==> src/hdl/acns_pkg.sv <==
// Shared constants, types and helper functions for the aspect crop nearest scaler.
package acns_pkg;

   localparam int DIM_W     = 12;
   localparam int IDX_W     = 24;
   localparam int STAT_W    = 2;
   localparam int CSR_IDX_W = 3;
   localparam int MAX_DIM   = 4096;
   localparam int FRAC_BITS = 16;
   localparam int POS_W     = 30;
   localparam int PROD_W    = 2 * DIM_W;
   localparam int DVD_W     = PROD_W + FRAC_BITS;
   localparam int CNT_W     = $clog2(DVD_W);
   localparam int ORG_W     = DVD_W + 2;
   localparam int SUM_W     = POS_W + 2;
   localparam int RC_W      = (POS_W - FRAC_BITS + 1 > DIM_W + 1) ?
                              (POS_W - FRAC_BITS + 1) : (DIM_W + 1);
   localparam int HALF      = 1 << (FRAC_BITS - 1);
   localparam int POS_MAX   = (1 << (POS_W - 1)) - 1;

   localparam logic [CSR_IDX_W-1:0] REG_WINDOW_LEFT   = 3'd0;
   localparam logic [CSR_IDX_W-1:0] REG_WINDOW_TOP    = 3'd1;
   localparam logic [CSR_IDX_W-1:0] REG_WINDOW_RIGHT  = 3'd2;
   localparam logic [CSR_IDX_W-1:0] REG_WINDOW_BOTTOM = 3'd3;
   localparam logic [CSR_IDX_W-1:0] REG_TARGET_WIDTH  = 3'd4;
   localparam logic [CSR_IDX_W-1:0] REG_TARGET_HEIGHT = 3'd5;
   localparam logic [CSR_IDX_W-1:0] REG_SOURCE_WIDTH  = 3'd6;
   localparam logic [CSR_IDX_W-1:0] REG_SOURCE_HEIGHT = 3'd7;

   localparam logic [STAT_W-1:0] STATUS_OK      = 2'd0;
   localparam logic [STAT_W-1:0] STATUS_CLAMPED = 2'd1;
   localparam logic [STAT_W-1:0] STATUS_EMPTY   = 2'd2;

   typedef struct packed {
      logic             clamped;
      logic [DIM_W-1:0] coord;
   } rc_type;

   function automatic logic [DIM_W-1:0] eff_dim(input logic [DIM_W-1:0] v);
      if (32'(v) > MAX_DIM) begin
         return DIM_W'(MAX_DIM);
      end
      return v;
   endfunction

   function automatic logic [DIM_W-1:0] nonzero_dim(input logic [DIM_W-1:0] v);
      if (v == '0) begin
         return DIM_W'(1);
      end
      return v;
   endfunction

   // nearest integer, exact half rounds down, clamped to [0, lim - 1]
   function automatic rc_type round_clamp(input logic [POS_W-1:0] pos,
                                          input logic [DIM_W-1:0] lim);
      logic signed [RC_W-1:0] ip;
      logic signed [RC_W-1:0] top;
      rc_type r;
      ip = RC_W'($signed(pos[POS_W-1:FRAC_BITS]));
      if (pos[FRAC_BITS-1:0] > FRAC_BITS'(HALF)) begin
         ip = ip + RC_W'(1);
      end
      top = $signed(RC_W'(lim)) - RC_W'(1);
      r.clamped = 1'b0;
      r.coord   = ip[DIM_W-1:0];
      if (ip < 0) begin
         r.clamped = 1'b1;
         r.coord   = '0;
      end else if (ip > top) begin
         r.clamped = 1'b1;
         r.coord   = top[DIM_W-1:0];
      end
      return r;
   endfunction

   function automatic logic [POS_W-1:0] sat_step(input logic [DVD_W-1:0] q);
      if (|q[DVD_W-1:POS_W]) begin
         return POS_W'(POS_MAX) | (POS_W'(1) << (POS_W - 1));
      end
      return q[POS_W-1:0];
   endfunction

   function automatic logic [POS_W-1:0] sat_add(input logic [POS_W-1:0] pos,
                                                input logic [POS_W-1:0] step);
      logic signed [SUM_W-1:0] s;
      s = $signed({{2{pos[POS_W-1]}}, pos}) + $signed({2'b00, step});
      if (s > SUM_W'(POS_MAX)) begin
         return POS_W'(POS_MAX);
      end
      return s[POS_W-1:0];
   endfunction

   // floor(((lo + hi) << F) - extent) / 2), saturated to the position range
   function automatic logic [POS_W-1:0] origin_pos(input logic [DIM_W:0]   sum,
                                                   input logic [DVD_W-1:0] ext);
      logic signed [ORG_W-1:0] diff;
      logic signed [ORG_W-1:0] half_v;
      logic signed [ORG_W-1:0] hi;
      logic signed [ORG_W-1:0] lo;
      hi     = ORG_W'(POS_MAX);
      lo     = -hi - ORG_W'(1);
      diff   = $signed(ORG_W'(sum) << FRAC_BITS) - $signed(ORG_W'(ext));
      half_v = diff >>> 1;
      if (half_v > hi) begin
         return hi[POS_W-1:0];
      end else if (half_v < lo) begin
         return lo[POS_W-1:0];
      end
      return half_v[POS_W-1:0];
   endfunction

endpackage

==> src/hdl/aspect_crop_nearest_scaler.sv <==
// Centered aspect-preserving crop with nearest-neighbor source address generation.
// Plain transaction: states PIX0, PIX1 and PIX2 build the result, S_OUT loads the output register.
// Restart transaction with a nonzero target: extra setup states come first (two 12x12
//   products, then up to three restoring divisions on one shift-subtract unit).
// The next transaction is accepted once the result sits in the output register.
// Synchronous active-high reset: control and CSR registers only, no frame set up.
module aspect_crop_nearest_scaler (
   input  logic                             clock,
   input  logic                             reset,
   input  logic                             req_valid,
   output logic                             req_ready,
   input  logic                             req_restart,
   output logic                             rsp_valid,
   input  logic                             rsp_ready,
   output logic [acns_pkg::DIM_W-1:0]       rsp_src_col,
   output logic [acns_pkg::DIM_W-1:0]       rsp_src_row,
   output logic [acns_pkg::DIM_W-1:0]       rsp_dst_col,
   output logic [acns_pkg::DIM_W-1:0]       rsp_dst_row,
   output logic [acns_pkg::IDX_W-1:0]       rsp_src_index,
   output logic [acns_pkg::IDX_W-1:0]       rsp_dst_index,
   output logic [acns_pkg::STAT_W-1:0]      rsp_status,
   output logic                             rsp_last,
   input  logic                             csr_wr_en,
   input  logic [acns_pkg::CSR_IDX_W-1:0]   csr_index,
   input  logic [acns_pkg::DIM_W-1:0]       csr_wdata
);

   localparam int DIM_W  = acns_pkg::DIM_W;
   localparam int IDX_W  = acns_pkg::IDX_W;
   localparam int STAT_W = acns_pkg::STAT_W;
   localparam int POS_W  = acns_pkg::POS_W;
   localparam int PROD_W = acns_pkg::PROD_W;
   localparam int DVD_W  = acns_pkg::DVD_W;
   localparam int CNT_W  = acns_pkg::CNT_W;
   localparam int FRAC   = acns_pkg::FRAC_BITS;

   localparam logic [3:0] S_IDLE    = 4'd0;
   localparam logic [3:0] S_MUL_A   = 4'd1;
   localparam logic [3:0] S_MUL_B   = 4'd2;
   localparam logic [3:0] S_SEL     = 4'd3;
   localparam logic [3:0] S_DIV     = 4'd4;
   localparam logic [3:0] S_DIV_END = 4'd5;
   localparam logic [3:0] S_LDX     = 4'd6;
   localparam logic [3:0] S_LDY     = 4'd7;
   localparam logic [3:0] S_ORIG    = 4'd8;
   localparam logic [3:0] S_PIX0    = 4'd9;
   localparam logic [3:0] S_PIX1    = 4'd10;
   localparam logic [3:0] S_PIX2    = 4'd11;
   localparam logic [3:0] S_OUT     = 4'd12;

   localparam logic [1:0] PH_ASPECT = 2'd0;
   localparam logic [1:0] PH_X      = 2'd1;
   localparam logic [1:0] PH_Y      = 2'd2;

   // control
   logic [3:0]        state_ff, state_in;
   logic [1:0]        phase_ff, phase_in;
   logic [CNT_W-1:0]  cnt_ff, cnt_in;
   logic              frame_ready_ff, frame_ready_in;
   logic              rsp_valid_ff, rsp_valid_in;
   logic [DIM_W-1:0]  window_left_ff, window_left_in;
   logic [DIM_W-1:0]  window_top_ff, window_top_in;
   logic [DIM_W-1:0]  window_right_ff, window_right_in;
   logic [DIM_W-1:0]  window_bottom_ff, window_bottom_in;
   logic [DIM_W-1:0]  target_width_ff, target_width_in;
   logic [DIM_W-1:0]  target_height_ff, target_height_in;
   logic [DIM_W-1:0]  source_width_ff, source_width_in;
   logic [DIM_W-1:0]  source_height_ff, source_height_in;

   // datapath
   logic [PROD_W-1:0] prod_wth_ff, prod_wth_in;
   logic [PROD_W-1:0] prod_htw_ff, prod_htw_in;
   logic              wide_ff, wide_in;
   logic [DVD_W-1:0]  wf_ff, wf_in;
   logic [DVD_W-1:0]  hf_ff, hf_in;
   logic [DVD_W-1:0]  dvd_ff, dvd_in;
   logic [DIM_W-1:0]  dvs_ff, dvs_in;
   logic [DIM_W-1:0]  rem_ff, rem_in;
   logic [POS_W-1:0]  pos_x_ff, pos_x_in;
   logic [POS_W-1:0]  pos_y_ff, pos_y_in;
   logic [POS_W-1:0]  origin_x_ff, origin_x_in;
   logic [POS_W-1:0]  step_x_ff, step_x_in;
   logic [POS_W-1:0]  step_y_ff, step_y_in;
   logic [DIM_W-1:0]  col_count_ff, col_count_in;
   logic [DIM_W-1:0]  row_count_ff, row_count_in;
   logic [DIM_W-1:0]  res_src_col_ff, res_src_col_in;
   logic [DIM_W-1:0]  res_src_row_ff, res_src_row_in;
   logic [DIM_W-1:0]  res_dst_col_ff, res_dst_col_in;
   logic [DIM_W-1:0]  res_dst_row_ff, res_dst_row_in;
   logic [IDX_W-1:0]  res_src_index_ff, res_src_index_in;
   logic [IDX_W-1:0]  res_dst_index_ff, res_dst_index_in;
   logic [STAT_W-1:0] res_status_ff, res_status_in;
   logic              res_last_ff, res_last_in;
   logic [DIM_W-1:0]  rsp_src_col_ff, rsp_src_col_in;
   logic [DIM_W-1:0]  rsp_src_row_ff, rsp_src_row_in;
   logic [DIM_W-1:0]  rsp_dst_col_ff, rsp_dst_col_in;
   logic [DIM_W-1:0]  rsp_dst_row_ff, rsp_dst_row_in;
   logic [IDX_W-1:0]  rsp_src_index_ff, rsp_src_index_in;
   logic [IDX_W-1:0]  rsp_dst_index_ff, rsp_dst_index_in;
   logic [STAT_W-1:0] rsp_status_ff, rsp_status_in;
   logic              rsp_last_ff, rsp_last_in;

   // combinational helpers
   logic [DIM_W-1:0]  tw, th, sw, sh, win_w, win_h;
   logic [DIM_W-1:0]  mul_a, mul_b;
   logic [PROD_W-1:0] prod;
   logic [DIM_W+1:0]  div_diff;
   logic              div_ge;
   logic [DIM_W:0]    col_next, row_next;
   logic              col_end, is_last;
   acns_pkg::rc_type  rc_x, rc_y;

   assign tw    = acns_pkg::eff_dim(target_width_ff);
   assign th    = acns_pkg::eff_dim(target_height_ff);
   assign sw    = acns_pkg::nonzero_dim(acns_pkg::eff_dim(source_width_ff));
   assign sh    = acns_pkg::nonzero_dim(acns_pkg::eff_dim(source_height_ff));
   assign win_w = (window_right_ff > window_left_ff) ? window_right_ff - window_left_ff : '0;
   assign win_h = (window_bottom_ff > window_top_ff) ? window_bottom_ff - window_top_ff : '0;

   // shared multiplier
   always_comb begin
      unique case (state_ff)
         S_MUL_A: begin
            mul_a = win_w;
            mul_b = th;
         end
         S_MUL_B: begin
            mul_a = win_h;
            mul_b = tw;
         end
         S_PIX1: begin
            mul_a = res_src_row_ff;
            mul_b = sw;
         end
         S_PIX2: begin
            mul_a = row_count_ff;
            mul_b = tw;
         end
         default: begin
            mul_a = '0;
            mul_b = '0;
         end
      endcase
   end

   assign prod = mul_a * mul_b;

   // shared restoring divider step
   assign div_diff = {1'b0, rem_ff, dvd_ff[DVD_W-1]} - {2'b00, dvs_ff};
   assign div_ge   = ~div_diff[DIM_W+1];

   assign col_next = {1'b0, col_count_ff} + 1'b1;
   assign row_next = {1'b0, row_count_ff} + 1'b1;
   assign col_end  = col_next >= {1'b0, tw};
   assign is_last  = col_end && (row_next >= {1'b0, th});
   assign rc_x     = acns_pkg::round_clamp(pos_x_ff, sw);
   assign rc_y     = acns_pkg::round_clamp(pos_y_ff, sh);

   assign req_ready = (state_ff == S_IDLE);

   always_comb begin
      state_in         = state_ff;
      phase_in         = phase_ff;
      cnt_in           = cnt_ff;
      frame_ready_in   = frame_ready_ff;
      rsp_valid_in     = rsp_valid_ff && !rsp_ready;
      window_left_in   = window_left_ff;
      window_top_in    = window_top_ff;
      window_right_in  = window_right_ff;
      window_bottom_in = window_bottom_ff;
      target_width_in  = target_width_ff;
      target_height_in = target_height_ff;
      source_width_in  = source_width_ff;
      source_height_in = source_height_ff;
      prod_wth_in      = prod_wth_ff;
      prod_htw_in      = prod_htw_ff;
      wide_in          = wide_ff;
      wf_in            = wf_ff;
      hf_in            = hf_ff;
      dvd_in           = dvd_ff;
      dvs_in           = dvs_ff;
      rem_in           = rem_ff;
      pos_x_in         = pos_x_ff;
      pos_y_in         = pos_y_ff;
      origin_x_in      = origin_x_ff;
      step_x_in        = step_x_ff;
      step_y_in        = step_y_ff;
      col_count_in     = col_count_ff;
      row_count_in     = row_count_ff;
      res_src_col_in   = res_src_col_ff;
      res_src_row_in   = res_src_row_ff;
      res_dst_col_in   = res_dst_col_ff;
      res_dst_row_in   = res_dst_row_ff;
      res_src_index_in = res_src_index_ff;
      res_dst_index_in = res_dst_index_ff;
      res_status_in    = res_status_ff;
      res_last_in      = res_last_ff;
      rsp_src_col_in   = rsp_src_col_ff;
      rsp_src_row_in   = rsp_src_row_ff;
      rsp_dst_col_in   = rsp_dst_col_ff;
      rsp_dst_row_in   = rsp_dst_row_ff;
      rsp_src_index_in = rsp_src_index_ff;
      rsp_dst_index_in = rsp_dst_index_ff;
      rsp_status_in    = rsp_status_ff;
      rsp_last_in      = rsp_last_ff;

      if (csr_wr_en) begin
         unique case (csr_index)
            acns_pkg::REG_WINDOW_LEFT:   window_left_in   = csr_wdata;
            acns_pkg::REG_WINDOW_TOP:    window_top_in    = csr_wdata;
            acns_pkg::REG_WINDOW_RIGHT:  window_right_in  = csr_wdata;
            acns_pkg::REG_WINDOW_BOTTOM: window_bottom_in = csr_wdata;
            acns_pkg::REG_TARGET_WIDTH:  target_width_in  = csr_wdata;
            acns_pkg::REG_TARGET_HEIGHT: target_height_in = csr_wdata;
            acns_pkg::REG_SOURCE_WIDTH:  source_width_in  = csr_wdata;
            acns_pkg::REG_SOURCE_HEIGHT: source_height_in = csr_wdata;
         endcase
      end

      unique case (state_ff)
         S_IDLE: begin
            if (req_valid) begin
               if (req_restart && tw != '0 && th != '0) begin
                  state_in = S_MUL_A;
               end else begin
                  state_in = S_PIX0;
               end
            end
         end
         S_MUL_A: begin
            prod_wth_in = prod;
            state_in    = S_MUL_B;
         end
         S_MUL_B: begin
            prod_htw_in = prod;
            state_in    = S_SEL;
         end
         S_SEL: begin
            wide_in  = prod_wth_ff > prod_htw_ff;
            rem_in   = '0;
            cnt_in   = '0;
            phase_in = PH_ASPECT;
            if (prod_wth_ff > prod_htw_ff) begin
               wf_in  = DVD_W'(win_w) << FRAC;
               dvd_in = DVD_W'(prod_wth_ff) << FRAC;
               dvs_in = tw;
            end else begin
               hf_in  = DVD_W'(win_h) << FRAC;
               dvd_in = DVD_W'(prod_htw_ff) << FRAC;
               dvs_in = th;
            end
            state_in = S_DIV;
         end
         S_DIV: begin
            dvd_in = {dvd_ff[DVD_W-2:0], div_ge};
            rem_in = div_ge ? div_diff[DIM_W-1:0] : {rem_ff[DIM_W-2:0], dvd_ff[DVD_W-1]};
            cnt_in = cnt_ff + 1'b1;
            if (cnt_ff == CNT_W'(DVD_W - 1)) begin
               state_in = S_DIV_END;
            end
         end
         S_DIV_END: begin
            unique case (phase_ff)
               PH_ASPECT: begin
                  if (wide_ff) begin
                     hf_in = dvd_ff;
                  end else begin
                     wf_in = dvd_ff;
                  end
                  state_in = S_LDX;
               end
               PH_X: begin
                  step_x_in = acns_pkg::sat_step(dvd_ff);
                  state_in  = S_LDY;
               end
               PH_Y: begin
                  step_y_in = acns_pkg::sat_step(dvd_ff);
                  state_in  = S_ORIG;
               end
               default: begin
                  state_in = S_IDLE;
               end
            endcase
         end
         S_LDX: begin
            if (tw > DIM_W'(1)) begin
               dvd_in   = wf_ff;
               dvs_in   = tw - 1'b1;
               rem_in   = '0;
               cnt_in   = '0;
               phase_in = PH_X;
               state_in = S_DIV;
            end else begin
               step_x_in = '0;
               state_in  = S_LDY;
            end
         end
         S_LDY: begin
            if (th > DIM_W'(1)) begin
               dvd_in   = hf_ff;
               dvs_in   = th - 1'b1;
               rem_in   = '0;
               cnt_in   = '0;
               phase_in = PH_Y;
               state_in = S_DIV;
            end else begin
               step_y_in = '0;
               state_in  = S_ORIG;
            end
         end
         S_ORIG: begin
            origin_x_in    = acns_pkg::origin_pos({1'b0, window_left_ff}
                                                  + {1'b0, window_right_ff}, wf_ff);
            pos_x_in       = origin_x_in;
            pos_y_in       = acns_pkg::origin_pos({1'b0, window_top_ff}
                                                  + {1'b0, window_bottom_ff}, hf_ff);
            col_count_in   = '0;
            row_count_in   = '0;
            frame_ready_in = 1'b1;
            state_in       = S_PIX0;
         end
         S_PIX0: begin
            if (!frame_ready_ff || tw == '0 || th == '0) begin
               frame_ready_in   = 1'b0;
               res_src_col_in   = '0;
               res_src_row_in   = '0;
               res_dst_col_in   = '0;
               res_dst_row_in   = '0;
               res_src_index_in = '0;
               res_dst_index_in = '0;
               res_status_in    = acns_pkg::STATUS_EMPTY;
               res_last_in      = 1'b0;
               state_in         = S_OUT;
            end else begin
               res_src_col_in = rc_x.coord;
               res_src_row_in = rc_y.coord;
               res_status_in  = (rc_x.clamped || rc_y.clamped) ?
                                acns_pkg::STATUS_CLAMPED : acns_pkg::STATUS_OK;
               state_in       = S_PIX1;
            end
         end
         S_PIX1: begin
            res_src_index_in = IDX_W'(prod) + IDX_W'(res_src_col_ff);
            state_in         = S_PIX2;
         end
         S_PIX2: begin
            res_dst_index_in = IDX_W'(prod) + IDX_W'(col_count_ff);
            res_dst_col_in   = col_count_ff;
            res_dst_row_in   = row_count_ff;
            res_last_in      = is_last;
            if (is_last) begin
               frame_ready_in = 1'b0;
            end else if (col_end) begin
               col_count_in = '0;
               row_count_in = row_next[DIM_W-1:0];
               pos_x_in     = origin_x_ff;
               pos_y_in     = acns_pkg::sat_add(pos_y_ff, step_y_ff);
            end else begin
               col_count_in = col_next[DIM_W-1:0];
               pos_x_in     = acns_pkg::sat_add(pos_x_ff, step_x_ff);
            end
            state_in = S_OUT;
         end
         S_OUT: begin
            if (!rsp_valid_ff || rsp_ready) begin
               rsp_valid_in     = 1'b1;
               rsp_src_col_in   = res_src_col_ff;
               rsp_src_row_in   = res_src_row_ff;
               rsp_dst_col_in   = res_dst_col_ff;
               rsp_dst_row_in   = res_dst_row_ff;
               rsp_src_index_in = res_src_index_ff;
               rsp_dst_index_in = res_dst_index_ff;
               rsp_status_in    = res_status_ff;
               rsp_last_in      = res_last_ff;
               state_in         = S_IDLE;
            end
         end
         default: begin
            state_in = S_IDLE;
         end
      endcase
   end

   always_ff @(posedge clock) begin
      if (reset) begin
         state_ff         <= S_IDLE;
         phase_ff         <= PH_ASPECT;
         cnt_ff           <= '0;
         frame_ready_ff   <= 1'b0;
         rsp_valid_ff     <= 1'b0;
         window_left_ff   <= '0;
         window_top_ff    <= '0;
         window_right_ff  <= '0;
         window_bottom_ff <= '0;
         target_width_ff  <= '0;
         target_height_ff <= '0;
         source_width_ff  <= DIM_W'(1);
         source_height_ff <= DIM_W'(1);
      end else begin
         state_ff         <= state_in;
         phase_ff         <= phase_in;
         cnt_ff           <= cnt_in;
         frame_ready_ff   <= frame_ready_in;
         rsp_valid_ff     <= rsp_valid_in;
         window_left_ff   <= window_left_in;
         window_top_ff    <= window_top_in;
         window_right_ff  <= window_right_in;
         window_bottom_ff <= window_bottom_in;
         target_width_ff  <= target_width_in;
         target_height_ff <= target_height_in;
         source_width_ff  <= source_width_in;
         source_height_ff <= source_height_in;
      end
   end

   always_ff @(posedge clock) begin
      prod_wth_ff      <= prod_wth_in;
      prod_htw_ff      <= prod_htw_in;
      wide_ff          <= wide_in;
      wf_ff            <= wf_in;
      hf_ff            <= hf_in;
      dvd_ff           <= dvd_in;
      dvs_ff           <= dvs_in;
      rem_ff           <= rem_in;
      pos_x_ff         <= pos_x_in;
      pos_y_ff         <= pos_y_in;
      origin_x_ff      <= origin_x_in;
      step_x_ff        <= step_x_in;
      step_y_ff        <= step_y_in;
      col_count_ff     <= col_count_in;
      row_count_ff     <= row_count_in;
      res_src_col_ff   <= res_src_col_in;
      res_src_row_ff   <= res_src_row_in;
      res_dst_col_ff   <= res_dst_col_in;
      res_dst_row_ff   <= res_dst_row_in;
      res_src_index_ff <= res_src_index_in;
      res_dst_index_ff <= res_dst_index_in;
      res_status_ff    <= res_status_in;
      res_last_ff      <= res_last_in;
      rsp_src_col_ff   <= rsp_src_col_in;
      rsp_src_row_ff   <= rsp_src_row_in;
      rsp_dst_col_ff   <= rsp_dst_col_in;
      rsp_dst_row_ff   <= rsp_dst_row_in;
      rsp_src_index_ff <= rsp_src_index_in;
      rsp_dst_index_ff <= rsp_dst_index_in;
      rsp_status_ff    <= rsp_status_in;
      rsp_last_ff      <= rsp_last_in;
   end

   assign rsp_valid     = rsp_valid_ff;
   assign rsp_src_col   = rsp_src_col_ff;
   assign rsp_src_row   = rsp_src_row_ff;
   assign rsp_dst_col   = rsp_dst_col_ff;
   assign rsp_dst_row   = rsp_dst_row_ff;
   assign rsp_src_index = rsp_src_index_ff;
   assign rsp_dst_index = rsp_dst_index_ff;
   assign rsp_status    = rsp_status_ff;
   assign rsp_last      = rsp_last_ff;

endmodule

==> config.mk <==
export PLATFORM = sky130hd
export DESIGN_NAME = aspect_crop_nearest_scaler
export DESIGN_NICKNAME = d
export VERILOG_FILES = /design/src/hdl/acns_pkg.sv /design/src/hdl/aspect_crop_nearest_scaler.sv
export SDC_FILE = /design/constraint.sdc
export NUM_CORES = 2
export LEC_CHECK = 0
export ABC_AREA = 1
export BUFFER_PORTS_ARGS = -buffer_cell sky130_fd_sc_hd__buf_2
export CAP_MARGIN = 20
export CORE_MARGIN = 4
export CORE_UTILIZATION = 55
export CTS_CLUSTER_SIZE = 40
export DETAILED_ROUTE_END_ITERATION = 10
export GPL_TIMING_DRIVEN = 0
export HOLD_SLACK_MARGIN = 0.15
export PLACE_DENSITY = 0.74
export SYNTH_ARGS = -nofsm -noshare
export SYNTH_HDL_FRONTEND = slang
export SYNTH_SLANG_ARGS = --single-unit
==> constraint.sdc <==
create_clock -name clock -period 8.75 [get_ports clock]
set_input_delay 2.625 -clock clock [delete_from_list [all_inputs] [get_ports clock]]
set_output_delay 2.625 -clock clock [all_outputs]
set_load 0.01 [all_outputs]
==> results.sh <==
export IMPL_status="complete, no violations"
export IMPL_grt_pass1_wl_um=230400
export IMPL_core_area_sq_um=85410
export IMPL_tightest_slew_ns=1.069
export IMPL_rows=107
export IMPL_seq_area_frac_synth=0.4041
export IMPL_hold_path_class="flop to flop"
export IMPL_relSlewSlack=0.2873
export IMPL_wirelength_um=154700
export IMPL_synth_area_sq_um=47440
export IMPL_avgViaCountPerCell=5.764
export IMPL_dp_hpwl_um=123500
export IMPL_yosys_top_cells_count="1196 x nand2_1, 959 x inv_1, 660 x nor2_1"
export IMPL_layout_drive_gt1_share=0.08351
export IMPL_synth_enable_flop_cells=565
export IMPL_detail_route_wl_per_cell_um=21.23
export IMPL_drc_errors=0
export IMPL_crit_arrival_ns=8.74
export IMPL_synth_most_common_cell="nand2_1"
export IMPL_cts_tree="yes"
export IMPL_timing_rr_start="window_top_ff[0]$_SDFFE_PP0P_"
export IMPL_synth_top_area_cell="edfxtp_1"
export IMPL_synth_simple_area_share=0.2057
export IMPL_n_fill_cell=7546
export IMPL_cp_start_kind="flop"
export IMPL_synthAdderAreaFrac=0.1317
export IMPL_ys_types=66
export IMPL_path_max_fanout=10
export IMPL_drt_first_pass_iters=6
export IMPL_power_total_mw=10.88
export IMPL_r2r_end="res_dst_index_ff[22]$_SDFFCE_PN0P_"
export IMPL_cap_violations=0
export IMPL_ys_ff_latch=675
export IMPL_fmax_mhz=119.5
export IMPL_antenna_found_initial=4
export IMPL_grt_util_all_layers=0.3335
export IMPL_synth_xor_area_share=0.03463
export IMPL_initial_utilization=0.5554
export IMPL_final_max_slew_viol_count=0
export IMPL_reg2reg_depth=43
export IMPL_worstSkewPairLatency_ns=0.64
export IMPL_gp_congestion=1.018
export IMPL_die_h_um=301.7
export IMPL_yosys_area_top_type_share=0.3577
export IMPL_syn_to_final_growth_pct=11.48
export IMPL_synth_compound_area_frac=0.1301
export IMPL_grt_overflow_total=0
export IMPL_portBuffers=120
export IMPL_synth_warnings=0
export IMPL_grt_start_max_net_pins=51
export IMPL_synth_area_per_cell_sq_um=8.092
export IMPL_cp_slowest_stage_delay_ns=0.53
export IMPL_finalCriticalPeriod_ns=8.369
export IMPL_ant_nets=0
export IMPL_synth_top_family_by_area="simple AND/OR/NAND/NOR gates"
export IMPL_fin_skew_ns=0.02975
export IMPL_cts_buffers_inserted=73
export IMPL_postSynth_asyncResetShare=0
export IMPL_finalCritPeriodShare=0.9565
export IMPL_reg2reg_slack_ns=0.38
export IMPL_setup_viol=0
export IMPL_final_util=0.6191
export IMPL_drt_initial_drc_count=4960
export IMPL_cpMostUsedCell="inv_1"
export IMPL_vias=42020
export IMPL_crit_start="window_top_ff[0]$_SDFFE_PP0P_"
export IMPL_ctsRootBufferMaster="clkbuf_16"
export IMPL_critPathSlowestCell="fa_1"
export IMPL_cts_htree_levels=3
export IMPL_hold_viol_final=0
export IMPL_die_area_sq_um=91010
export IMPL_grt_pass1_vias=38890
export IMPL_crit_path_end_kind="flop"
export IMPL_power_density_nw_per_um2=205.8
export IMPL_clk_pin_slew_ns=0.06
export IMPL_crit_end="res_dst_index_ff[22]$_SDFFCE_PN0P_"
export IMPL_synth_cells=5862
export IMPL_power_leakage_nw=23.60
export IMPL_fin_nets=6544
export IMPL_clock_sinks=675
export IMPL_ios=122
export IMPL_die_w_um=301.7
export IMPL_hold_buffers=0
export IMPL_syn_nets=6317
export IMPL_synthTopCellsByArea="edfxtp_1 36%, nand2_1 9.5%, ha_1 8.6%"
export IMPL_rsz0062_at_grt="true"
export IMPL_yosys_most_used_dff="edfxtp_1"
export IMPL_synth_mux_area_frac=0
export IMPL_path_class="flop to flop"
export IMPL_clock_path_buffers=3
export IMPL_crit_required_ns=9.12
export IMPL_ir_drop_v=0.0002064
export IMPL_holdWs_ns=0.4132
-- per-layer routing --
layer  vias to the layer above  wire (um)  track usage
met4                         4       7089       0.1315
met2                      2042      67020       0.5079
met1                     19850      65950       0.4792
met3                       339      14650      0.05234
met5                         -         27            0
li1                      19790          -            -
-- report_power, final --
part | switching [mW] | internal (mW)
logic | 2.37 | 1.01
registers | 0.335 | 4.07
clock network | 1.33 | 1.76
-- kinds of logic (layout without fill, tap and decap cells) --
group / Yosys count / after routing
adder cells (fa/ha/maj): 434 / 434
buffers and inverters: 1142 / 1423
other: 0 / 3
AND/OR/NAND/NOR: 2339 / 2339
XOR/XNOR: 182 / 182
AO/OA/AOI/OAI: 1090 / 1090
flip-flops: 675 / 675
-- per-stage QoR --
step                setup TNS [ns]  cell area [sq um]  setup slack, ns  instances
floorplan                        0              47440           0.6145       5862
global placement           -330.16              49470           -2.675       7126
detailed placement          -18.16              49880           -1.021       7141
CTS                              0              52350          0.06824       7272
global route               -0.1987              52870         -0.05261       7287
finish                           0              52880           0.3806       7290
-- critical path, delay by kind of cell, from the launching register on --
kind | cells | cell delay (ns)
and+or+nand+nor | 14 | 1.41
adders and majority gates | 9 | 3.74
AOI/OAI and AO/OA | 5 | 0.91
xor gates and xnor gates | 2 | 0.38
DFF | 1 | 0.38
buffers and inverters | 13 | 1.21
-- cell type report --
cell class | instances | area (sq um) | share of cell area
multi-input combinational | 4045 | 24310 | 0.4596
sequential | 675 | 19170 | 0.3625
inverter | 980 | 3682 | 0.06963
clock buffer | 81 | 1899 | 0.03592
tap | 1144 | 1431 | 0.02707
timing repair buffer | 153 | 1139 | 0.02153
buffer | 161 | 784.5 | 0.01483
clock inverter | 48 | 462.9 | 0.008754
antenna | 3 | 7.507 | 0.0001420
-- cell usage in the layout (no fill, tap or decap), types with 27 or more instances in the layout --
cell / netlist / routed
a21oi_1: 403 / 396
ha_1: 325 / 315
clkbuf_1: 101 / 104
dfxtp_1: 110 / 109
buf_4: 12 / 27
xnor2_1: 35 / 34
nand2_1: 1196 / 1191
buf_2: 33 / 150
xor2_1: 142 / 137
nand4_1: 69 / 69
nor2_2: 25 / 29
a21o_1: 30 / 30
clkbuf_16: 0 / 75
inv_1: 959 / 954
nand3_1: 220 / 216
fa_1: 109 / 109
edfxtp_1: 565 / 565
nor3_1: 62 / 59
o221ai_1: 33 / 31
o21a_1: 52 / 52
nor2_1: 660 / 649
o21ai_0: 414 / 409
a21oi_2: 24 / 28
-- registers in the layout (all words and copies together) (netlist names), 24 cells and up --
signal / count
origin_x_ff: 30
wf_ff: 40
step_x_ff: 30
pos_y_ff: 30
dvd_ff: 40
res_dst_index_ff: 24
prod_wth_ff: 24
step_y_ff: 30
rsp_src_index: 24
hf_ff: 40
res_src_index_ff: 24
rsp_dst_index: 24
prod_htw_ff: 24
pos_x_ff: 30
-- worst min-delay path by stage --
stage	from	to	cells after the start
global route	res_dst_row_ff[1]$_SDFFCE_PN0P_	rsp_dst_row[1]$_DFFE_PP_	0
floorplan	res_dst_col_ff[0]$_SDFFCE_PN0P_	rsp_dst_col[0]$_DFFE_PP_	0
detailed placement	res_dst_col_ff[5]$_SDFFCE_PN0P_	rsp_dst_col[5]$_DFFE_PP_	0
CTS	res_dst_col_ff[11]$_SDFFCE_PN0P_	rsp_dst_col[11]$_DFFE_PP_	0
global placement	res_src_index_ff[18]$_SDFFCE_PN0P_	rsp_src_index[18]$_DFFE_PP_	0
finish	res_dst_col_ff[11]$_SDFFCE_PN0P_	rsp_dst_col[11]$_DFFE_PP_	0
-- timing repair --
action                                  in CTS  in global routing
pin swaps                                    2                 16
buffers inserted                             3                 13
gates resized for setup                     18                 74
endpoints found under the setup margin      26                 23
Note: power is estimated with default switching activity, not from simulation.
